**src/rtl/core/mrcrc_pkg.sv**
```systemverilog
// Package for the Modbus RTU frame CRC appender.
// Holds the CRC constants, the emit phase type and the item struct.
// No dependencies; used by every module of the block by scoped names.
`default_nettype none
package mrcrc_pkg;

    localparam logic [15:0] CRC_POLY        = 16'hA001;
    localparam logic [15:0] CRC_START_RESET = 16'hFFFF;
    localparam int unsigned CFG_ADDR_W      = 3;

    typedef enum logic [1:0] {
        EMIT_NONE,
        EMIT_LOW,
        EMIT_HIGH
    } emit_phase_t;

    typedef struct packed {
        logic [7:0]  data;
        logic        last;
        logic [15:0] crc;
    } item_t;

endpackage
`default_nettype wire

```
**src/rtl/core/modbus_rtu_frame_crc_appender_top.sv**
```systemverilog
// Top level of the Modbus RTU frame CRC appender: configuration register,
// running CRC and frame tracking. Uses mrcrc_pkg, mrcrc_fold, mrcrc_emit.
`default_nettype none
// Each accepted word is passed through in the next cycle and folded into a
// reflected CRC-16 (polynomial 0xA001). After a word marked last, the CRC
// low and then high byte follow, the high byte marked last. Ordinary words
// are taken one per cycle while the output is not stalled; after a last
// word the input holds off while the single result register sends the
// CRC bytes. Each frame starts from crc_start_value (register 0, reset
// 0xFFFF for Modbus; 0x0000 gives CRC-16/ARC); a new value written in the
// middle of a frame takes effect from the next frame.
module modbus_rtu_frame_crc_appender_top (
    input  wire logic                              aclk,
    input  wire logic                              aresetn,
    input  wire logic                              s_valid,
    output logic                                   s_ready,
    input  wire logic [7:0]                        s_in_byte,
    input  wire logic                              s_in_last,
    output logic                                   m_valid,
    input  wire logic                              m_ready,
    output logic      [7:0]                        m_out_byte,
    output logic                                   m_out_last,
    input  wire logic                              psel,
    input  wire logic                              penable,
    input  wire logic                              pwrite,
    input  wire logic [mrcrc_pkg::CFG_ADDR_W-1:0]  paddr,
    input  wire logic [31:0]                       pwdata,
    output logic      [31:0]                       prdata,
    output logic                                   pready
);

    logic [15:0] start_reg, start_next;
    logic [15:0] acc_reg, acc_next;
    logic        in_frame_reg, in_frame_next;
    logic [15:0] crc_src;
    logic [15:0] crc_folded;
    logic        cfg_hit;
    logic        s_accept;
    mrcrc_pkg::item_t item;

    assign pready   = 1'b1;
    assign cfg_hit  = psel && penable && pwrite && (paddr[2] == 1'b0);
    assign prdata   = (paddr[2] == 1'b0) ? {16'h0000, start_reg} : 32'h0000_0000;
    assign s_accept = s_valid && s_ready;
    assign crc_src  = in_frame_reg ? acc_reg : start_reg;

    mrcrc_fold u_fold (
        .crc_in  (crc_src),
        .data_in (s_in_byte),
        .crc_out (crc_folded)
    );

    always_comb begin
        item.data = s_in_byte;
        item.last = s_in_last;
        item.crc  = crc_folded;
    end

    always_comb begin
        start_next    = cfg_hit ? pwdata[15:0] : start_reg;
        acc_next      = acc_reg;
        in_frame_next = in_frame_reg;
        if (s_accept) begin
            acc_next      = crc_folded;
            in_frame_next = !s_in_last;
        end
    end

    always_ff @(posedge aclk) begin
        if (!aresetn) begin
            start_reg    <= mrcrc_pkg::CRC_START_RESET;
            acc_reg      <= mrcrc_pkg::CRC_START_RESET;
            in_frame_reg <= 1'b0;
        end else begin
            start_reg    <= start_next;
            acc_reg      <= acc_next;
            in_frame_reg <= in_frame_next;
        end
    end

    mrcrc_emit u_emit (
        .aclk      (aclk),
        .aresetn   (aresetn),
        .in_valid  (s_valid),
        .in_ready  (s_ready),
        .in_item   (item),
        .out_valid (m_valid),
        .out_ready (m_ready),
        .out_byte  (m_out_byte),
        .out_last  (m_out_last)
    );

endmodule
`default_nettype wire

```
**src/rtl/core/mrcrc_fold.sv**
```systemverilog
// Folds one byte into a reflected CRC-16, eight shift steps LSB first.
// Purely combinational; depends on mrcrc_pkg for the polynomial.
`default_nettype none
module mrcrc_fold (
    input  wire logic [15:0] crc_in,
    input  wire logic [7:0]  data_in,
    output logic      [15:0] crc_out
);

    always_comb begin
        logic [15:0] c;
        c = crc_in ^ {8'h00, data_in};
        for (int k = 0; k < 8; k++) begin
            if (c[0]) begin
                c = (c >> 1) ^ mrcrc_pkg::CRC_POLY;
            end else begin
                c = c >> 1;
            end
        end
        crc_out = c;
    end

endmodule
`default_nettype wire

```
**src/rtl/core/mrcrc_emit.sv**
```systemverilog
// Result register and emit sequencer: passes each word out, then appends
// the CRC low and high bytes after a last word. Depends on mrcrc_pkg.
`default_nettype none
module mrcrc_emit (
    input  wire logic             aclk,
    input  wire logic             aresetn,
    input  wire logic             in_valid,
    output logic                  in_ready,
    input  wire mrcrc_pkg::item_t in_item,
    output logic                  out_valid,
    input  wire logic             out_ready,
    output logic      [7:0]       out_byte,
    output logic                  out_last
);

    mrcrc_pkg::emit_phase_t phase_reg, phase_next;
    logic        out_valid_reg, out_valid_next;
    logic [7:0]  out_byte_reg, out_byte_next;
    logic        out_last_reg, out_last_next;
    logic [15:0] crc_reg, crc_next;
    logic        load_ok;
    logic        in_accept;

    assign load_ok   = !out_valid_reg || out_ready;
    assign in_ready  = (phase_reg == mrcrc_pkg::EMIT_NONE) && load_ok;
    assign in_accept = in_valid && in_ready;
    assign crc_next  = (in_accept && in_item.last) ? in_item.crc : crc_reg;

    always_comb begin
        phase_next = phase_reg;
        case (phase_reg)
            mrcrc_pkg::EMIT_NONE: begin
                if (in_accept && in_item.last) begin
                    phase_next = mrcrc_pkg::EMIT_LOW;
                end
            end
            mrcrc_pkg::EMIT_LOW: begin
                if (load_ok) begin
                    phase_next = mrcrc_pkg::EMIT_HIGH;
                end
            end
            mrcrc_pkg::EMIT_HIGH: begin
                if (load_ok) begin
                    phase_next = mrcrc_pkg::EMIT_NONE;
                end
            end
            default: phase_next = mrcrc_pkg::EMIT_NONE;
        endcase
    end

    always_comb begin
        out_valid_next = out_valid_reg;
        out_byte_next  = out_byte_reg;
        out_last_next  = out_last_reg;
        case (phase_reg)
            mrcrc_pkg::EMIT_NONE: begin
                if (in_accept) begin
                    out_valid_next = 1'b1;
                    out_byte_next  = in_item.data;
                    out_last_next  = 1'b0;
                end else if (out_valid_reg && out_ready) begin
                    out_valid_next = 1'b0;
                end
            end
            mrcrc_pkg::EMIT_LOW: begin
                if (load_ok) begin
                    out_valid_next = 1'b1;
                    out_byte_next  = crc_reg[7:0];
                    out_last_next  = 1'b0;
                end
            end
            mrcrc_pkg::EMIT_HIGH: begin
                if (load_ok) begin
                    out_valid_next = 1'b1;
                    out_byte_next  = crc_reg[15:8];
                    out_last_next  = 1'b1;
                end
            end
            default: out_valid_next = 1'b0;
        endcase
    end

    always_ff @(posedge aclk) begin
        if (!aresetn) begin
            phase_reg     <= mrcrc_pkg::EMIT_NONE;
            out_valid_reg <= 1'b0;
            out_last_reg  <= 1'b0;
        end else begin
            phase_reg     <= phase_next;
            out_valid_reg <= out_valid_next;
            out_last_reg  <= out_last_next;
        end
    end

    always_ff @(posedge aclk) begin
        out_byte_reg <= out_byte_next;
        crc_reg      <= crc_next;
    end

    assign out_valid = out_valid_reg;
    assign out_byte  = out_byte_reg;
    assign out_last  = out_last_reg;

    // While CRC bytes are pending, a word is always held at the output.
    assert property (@(posedge aclk) disable iff (!aresetn)
        (phase_reg != mrcrc_pkg::EMIT_NONE) |-> out_valid_reg)
        else $error("CRC pending with empty output register");

    // A last word is always followed by the CRC low byte phase.
    assert property (@(posedge aclk) disable iff (!aresetn)
        (in_accept && in_item.last) |=> (phase_reg == mrcrc_pkg::EMIT_LOW))
        else $error("last word did not start CRC emission");

    // The high byte goes out marked as the end of the frame.
    assert property (@(posedge aclk) disable iff (!aresetn)
        (phase_reg == mrcrc_pkg::EMIT_HIGH && out_ready)
        |=> (out_valid_reg && out_last_reg && phase_reg == mrcrc_pkg::EMIT_NONE))
        else $error("CRC high byte not marked last");

    // A word marked last is never shown while CRC bytes are still pending.
    assert property (@(posedge aclk) disable iff (!aresetn)
        (out_valid_reg && out_last_reg) |-> (phase_reg == mrcrc_pkg::EMIT_NONE))
        else $error("frame end shown before CRC complete");

endmodule
`default_nettype wire

```
**config.mk**
```make
export PLATFORM = sky130hd
export DESIGN_NAME = modbus_rtu_frame_crc_appender_top
export DESIGN_NICKNAME = d
export VERILOG_FILES = /design/src/rtl/core/mrcrc_pkg.sv /design/src/rtl/core/modbus_rtu_frame_crc_appender_top.sv /design/src/rtl/core/mrcrc_fold.sv /design/src/rtl/core/mrcrc_emit.sv
export SDC_FILE = /design/constraint.sdc
export NUM_CORES = 1
export LEC_CHECK = 0
export BUFFER_PORTS_ARGS = -buffer_cell sky130_fd_sc_hd__buf_4
export CORE_UTILIZATION = 51
export DETAILED_ROUTE_END_ITERATION = 7
export PLACE_DENSITY_LB_ADDON = 0.3
export SKIP_CTS_REPAIR_TIMING = 1
export SYNTH_ARGS = -nofsm -noshare
export SYNTH_HDL_FRONTEND = slang
export SYNTH_SLANG_ARGS = --single-unit
```
**constraint.sdc**
```tcl
create_clock -name aclk -period 2.7 [get_ports aclk]
set_input_delay 0.135 -clock aclk [delete_from_list [all_inputs] [get_ports aclk]]
set_output_delay 0.135 -clock aclk [all_outputs]
set_load 0.03 [all_outputs]
```
== Word level (Yosys, flattened, before mapping) ==
Index checks and enable logic that the tools add are counted.
Widths: inputs -> output; s select.
Operators by class
  reduce and logical (&&, ||, !) cells: 16
  bitwise gates (word level): 10
  equal/unequal tests: 8
  multiplexer cells: 25
Operators by type and width (count)
  $mux 16: 10
  $mux 8: 3
  $not 2->3: 8
  $pmux 8 s3: 1
  $xor 16x8->16: 1
  $ne 2x1->1 const B: 4
  $logic_and 1x1->1: 7
  $mux 2: 3
  $pmux 2 s3: 1
  $mux 1: 5
  $reduce_and 4->1: 1
  $ne 3x2->1 const B: 1
  $pmux 1 s3: 1
  $reduce_and 3->1: 1
  $reduce_bool 3->1: 1
  $eq 2x1->1 const B: 1
  $eq 2x2->1 const B: 1
  $logic_not 1->1: 2
  $logic_not 2->1: 1
  $ne 2x2->1 const B: 1
  $pmux 1 s2: 1
  $reduce_and 2->1: 1
  $reduce_or 2->1: 1
  $logic_or 1x1->1: 1
  $not 1->1: 1
Word-level totals
  register bits after elaboration: 61
  input bits: 51
  logic and storage cells: 67
  output and inout bits: 44

== Longest topological paths before layout ==
  depth after elaboration: 18
  mapped depth: 8
  depth with buffers taken out: 7

== Modules after synthesis ==
Synthesis repeated with hierarchy kept, for this count alone.
Unflattened totals
  cells, all modules: 301
  area, all modules: 3318.2 um^2
Modules (own cells, without submodules)
  modbus_rtu_frame_crc_appender_top: cells an instance 183, instances 1, sequential area each 660.6 um^2, area each 1846.8 um^2
  mrcrc_emit: cells an instance 89, instances 1, sequential area each 800.8 um^2, area each 1187.4 um^2
  mrcrc_fold: cells an instance 29, instances 1, sequential area each 0.0 um^2, area each 284.0 um^2

== Worst setup path before layout ==
No wires, ideal clock.
  kind: register to register
  start point: register u_emit.phase_reg[0]
  end point: register u_emit.out_last_reg, in the netlist u_emit.out_last
  arrival: 1.951 ns
  slack: 0.633 ns
  data required time: 2.584 ns
  cell stages (with the launch flop): 8
  clock period less this slack: 2.067 ns
  setup time: 0.116 ns
  buffers on the path: 0
  cells stage by stage: dfxtp_1 -> inv_1 -> ha_1 -> and2_1 -> nand2_1 -> a21oi_1 -> mux2i_1 -> nor2b_1
On the way
  longest elaborated chain between the ends: 5
  elaborated cells between the ends (all ways): 11
  those cells by class: eq/ne: 5; mux: 1; reduce/logical: 5
Ends and longest elaborated chain
  start: declaration: line mrcrc_emit.sv:16  | mrcrc_pkg::emit_phase_t phase_reg, phase_next;
  start signal: assignment: line mrcrc_emit.sv:85  | phase_reg <= mrcrc_pkg::EMIT_NONE;
  start signal: assignment: line mrcrc_emit.sv:89  | phase_reg <= phase_next;
  $logic_not 2->1: line mrcrc_emit.sv:25  | assign in_ready = (phase_reg == mrcrc_pkg::EMIT_NONE) && load_ok;
  $logic_and 1x1->1: line mrcrc_emit.sv:25
  named net s_ready: line modbus_rtu_frame_crc_appender_top.sv:16  | output logic s_ready,
  $logic_and 1x1->1: line mrcrc_emit.sv:26  | assign in_accept = in_valid && in_ready;
  $ne 2x1->1 (no line)
  $reduce_and 4->1 (no line)
  end signal: assignment: line mrcrc_emit.sv:91  | out_last_reg <= out_last_next;
  end: declaration: line mrcrc_emit.sv:19  | logic out_last_reg, out_last_next;
The timed path passes the listed nets, and every way through them passes these cells.
A chain may end at the register's enable or synchronous reset.

== Worst setup path in the final report ==
  start point: register in_frame_reg
  end point: register acc_reg[0]
On the way
  longest elaborated chain between the ends: 11
  elaborated cells between the ends (all ways): 18
  those cells by class: mux: 9; bitwise: 9
Ends and longest elaborated chain
  start: declaration: line modbus_rtu_frame_crc_appender_top.sv:34  | logic in_frame_reg, in_frame_next;
  start signal: assignment: line modbus_rtu_frame_crc_appender_top.sv:77  | in_frame_reg <= in_frame_next;
  $mux 16 (*): line modbus_rtu_frame_crc_appender_top.sv:45  | assign crc_src = in_frame_reg ? acc_reg : start_reg;
  $xor 16x8->16 (*): line mrcrc_fold.sv:12  | c = crc_in ^ {8'h00, data_in};
  $mux 16 (*) (7 in a row): line mrcrc_fold.sv:14  | if (c[0]) begin
  $not 2->3 (no line) or $mux 16 (tied branches)
  $mux 16 (*): line mrcrc_fold.sv:14
  named net crc_folded[0]: line modbus_rtu_frame_crc_appender_top.sv:36  | logic [15:0] crc_folded;
  end signal: assignment: line modbus_rtu_frame_crc_appender_top.sv:72  | acc_reg <= mrcrc_pkg::CRC_START_RESET;
  end signal: assignment: line modbus_rtu_frame_crc_appender_top.sv:76  | acc_reg <= acc_next;
  end: declaration: line modbus_rtu_frame_crc_appender_top.sv:33  | logic [15:0] acc_reg, acc_next;
Mark *: on every way through the listed nets, which the timed path passes. The rest lies on a longest branch.

==> impl_metrics.toml <==
[finish]
final_nets = 429
area_growth_pct = 19.93
diodes = 0
nFillCells = 477
multi_input_area_mm2 = 0.001419
regArea_mm2 = 0.001461
fin_util_pct = 64.74
drive_gt1_share_pct = 23.34

[sta]
tns_ns = 0
layout_min_cycle_time_ns = 2.357
hold_viol = 4
relSlewSlack_pct = 56.74
drv_slew = 0
setup_viol = 0
finalClockSkew_ns = 0.01027
min_period_over_period_pct = 87.30
hold_ws_ns = -0.004842
fmaxAchievable_mhz = 424.3
rsz0062_at_grt = "false"
tightest_slew_ns = 0.6455

[drt]
antenna_left = 0
wirelength_um = 5971
via_count = 2240
initialDrtViolationCount = 136
drt_pass1_iterations = 4
wire_per_inst_um = 13.30
drc = 0
via_per_inst = 4.989

[setup_path]
rr_worst_depth = 6
arrival_ns = 2.59
rr_endpoint = "acc_reg[0]$_SDFFE_PN1N_"
worstPathRequired_ns = 2.94
crit_path_start_kind = "register"
crit_path_end_kind = "register"
path_max_fanout = 8
timing.rr.start = "in_frame_reg$_SDFFE_PN0N_"
reg2reg_setup_slack_ns = 0.34
critPathKind = "register to register"

[logic_synthesis]
synth_cell_type_count = 33
synthTopCellsByArea = "dfxtp_1 24%, edfxtp_1 24%, nand2_1 7.6%"
synth_largest_area_cell = "dfxtp_1"
synth.most_common_cell = "nand2_1"
netlist_instances = 314
async_flop_share_pct = 0
yosys_most_used_dff = "dfxtp_1"
synth.avg_cell_area_um2 = 9.699
netlist_top_cells_count = "62 x nand2_1, 37 x dfxtp_1, 24 x edfxtp_1"
netlist_area_mm2 = 0.003045
ys_seq_area_share_pct = 47.99
yosysWarnings = 0
yosys.area.top_type_share_pct = 24.32
ys_ff_latch = 61
synth_edf_count = 24

[cts]
clockRootBuffer = "clkbuf_8"
cts_buffers = 9
clk_pin_slew_ns = 0.06
clkSinkCount = 61
cts_max_level = 3
cts_tree = "yes"
cts_buffer_depth = 2
clock_latency_ns = 0.35

[worst_hold_path]
min_to = "start_reg[13]$_SDFFE_PN1P_"
hold_depth = 3
hold_path_startpoint = "pwdata[13]"
hp-class = "input port to register"

[global_route]
grt_pass1_wl_um = 10060
grt_max_degree = 39
grt_pass1_vias = 2048
antenna_found_initial = 0
grt_remaining_overflow = 0
grt_usage_pct = 21.56

[floorplan]
dieHeight_um = 79.28
die_w_um = 79.28
fp-row-count = 27
start_util_pct = 53.98
die-area_mm2 = 0.006285
core-area_mm2 = 0.005642
ios = 95

[placement]
hpwl_um = 4357
place_congestion = 0.7838
io_buffer_count = 59

[run_status]
violations = "hold timing"
outcome = "finished, violations left"

[power]
fin_total_pwr_uw = 3462
leakage_uw = 0.001574
power_density_mw_per_mm2 = 948.0
ir_worst_vdd_v = 0.0006434

[flow_run]
maxCapViolCount = 0
-- where the power goes --
part	switching, uW	internal, uW	leakage, uW
Sequential	100	1250	0.000521
Clock	325	347	0.0000829
Combinational	862	582	0.000970
Total	1290	2180	0.00157
-- cell usage in the layout (no fill, tap or decap), types with 12 or more instances in the layout --
| cell type | synthesis | final |
|---|---|---|
| nand3_1 | 22 | 22 |
| nor2_1 | 12 | 12 |
| mux2i_1 | 18 | 18 |
| buf_4 | 17 | 65 |
| dfxtp_1 | 37 | 37 |
| nor2b_1 | 19 | 19 |
| conb_1 | 2 | 17 |
| edfxtp_1 | 24 | 24 |
| nand2_1 | 62 | 62 |
| xnor2_1 | 14 | 14 |
| a21oi_1 | 13 | 13 |
-- per-layer routing --
metal / part of all wire (%) / vias up / track usage [%]
li1: - / 1141 / -
met2: 46 / 85 / 33.02
met5: 0 / - / 0
met3: 6.1 / 8 / 8.506
met4: 1.2 / 0 / 6.182
met1: 47 / 1006 / 28.10
-- metrics by stage --
stage	cells	instance area [um2]	setup WS, ns
final	449	3652	0.3430
after global routing	449	3652	0.1310
after CTS	448	3642	0.3338
after detailed placement	432	3481	0.3460
after global placement	432	3481	0.3906
after floorplan	329	3102	0.6328
-- worst max path at each step --
stage | startpoint | end | depth (start not counted)
after floorplan | u_emit.phase_reg[0]$_SDFFE_PN0P_ | u_emit.out_last$_SDFFE_PN0P_ | 7
after global placement | in_frame_reg$_SDFFE_PN0N_ | acc_reg[0]$_SDFFE_PN1N_ | 6
after detailed placement | in_frame_reg$_SDFFE_PN0N_ | acc_reg[0]$_SDFFE_PN1N_ | 6
after CTS | in_frame_reg$_SDFFE_PN0N_ | acc_reg[0]$_SDFFE_PN1N_ | 6
after global routing | in_frame_reg$_SDFFE_PN0N_ | acc_reg[15]$_SDFFE_PN1N_ | 7
final | in_frame_reg$_SDFFE_PN0N_ | acc_reg[0]$_SDFFE_PN1N_ | 6
-- layout make-up --
| type | instances | share of cell area (%) |
|---|---|---|
| flip-flops and latches | 61 | 40.01 |
| multi-input cells | 228 | 38.85 |
| repair buffers | 66 | 13.63 |
| clock buffers | 12 | 3.974 |
| well taps | 72 | 2.467 |
| inverters | 6 | 0.6167 |
| clock inverters | 4 | 0.4454 |
-- kinds of logic after synthesis --
| kind of cell | after synthesis | synth area share [%] |
|---|---|---|
| buf+inv | 40 | 7.272 |
| flops | 61 | 47.99 |
| compound gates | 28 | 5.587 |
| fa+ha+maj | 6 | 2.465 |
| xor+xnor | 26 | 9.203 |
| other cells | 2 | 0.2466 |
| mux | 23 | 7.765 |
| simple gates | 128 | 19.47 |
-- critical path, stage by stage, from the launching register on --
cell and delay [ns]:
dfxtp_1 0.54, mux2i_1 0.31, xnor2_2 0.19, xor2_2 0.29, xnor3_2 0.56, xnor2_2 0.18, a21o_1 0.19
(Power assumes the default switching activity.)
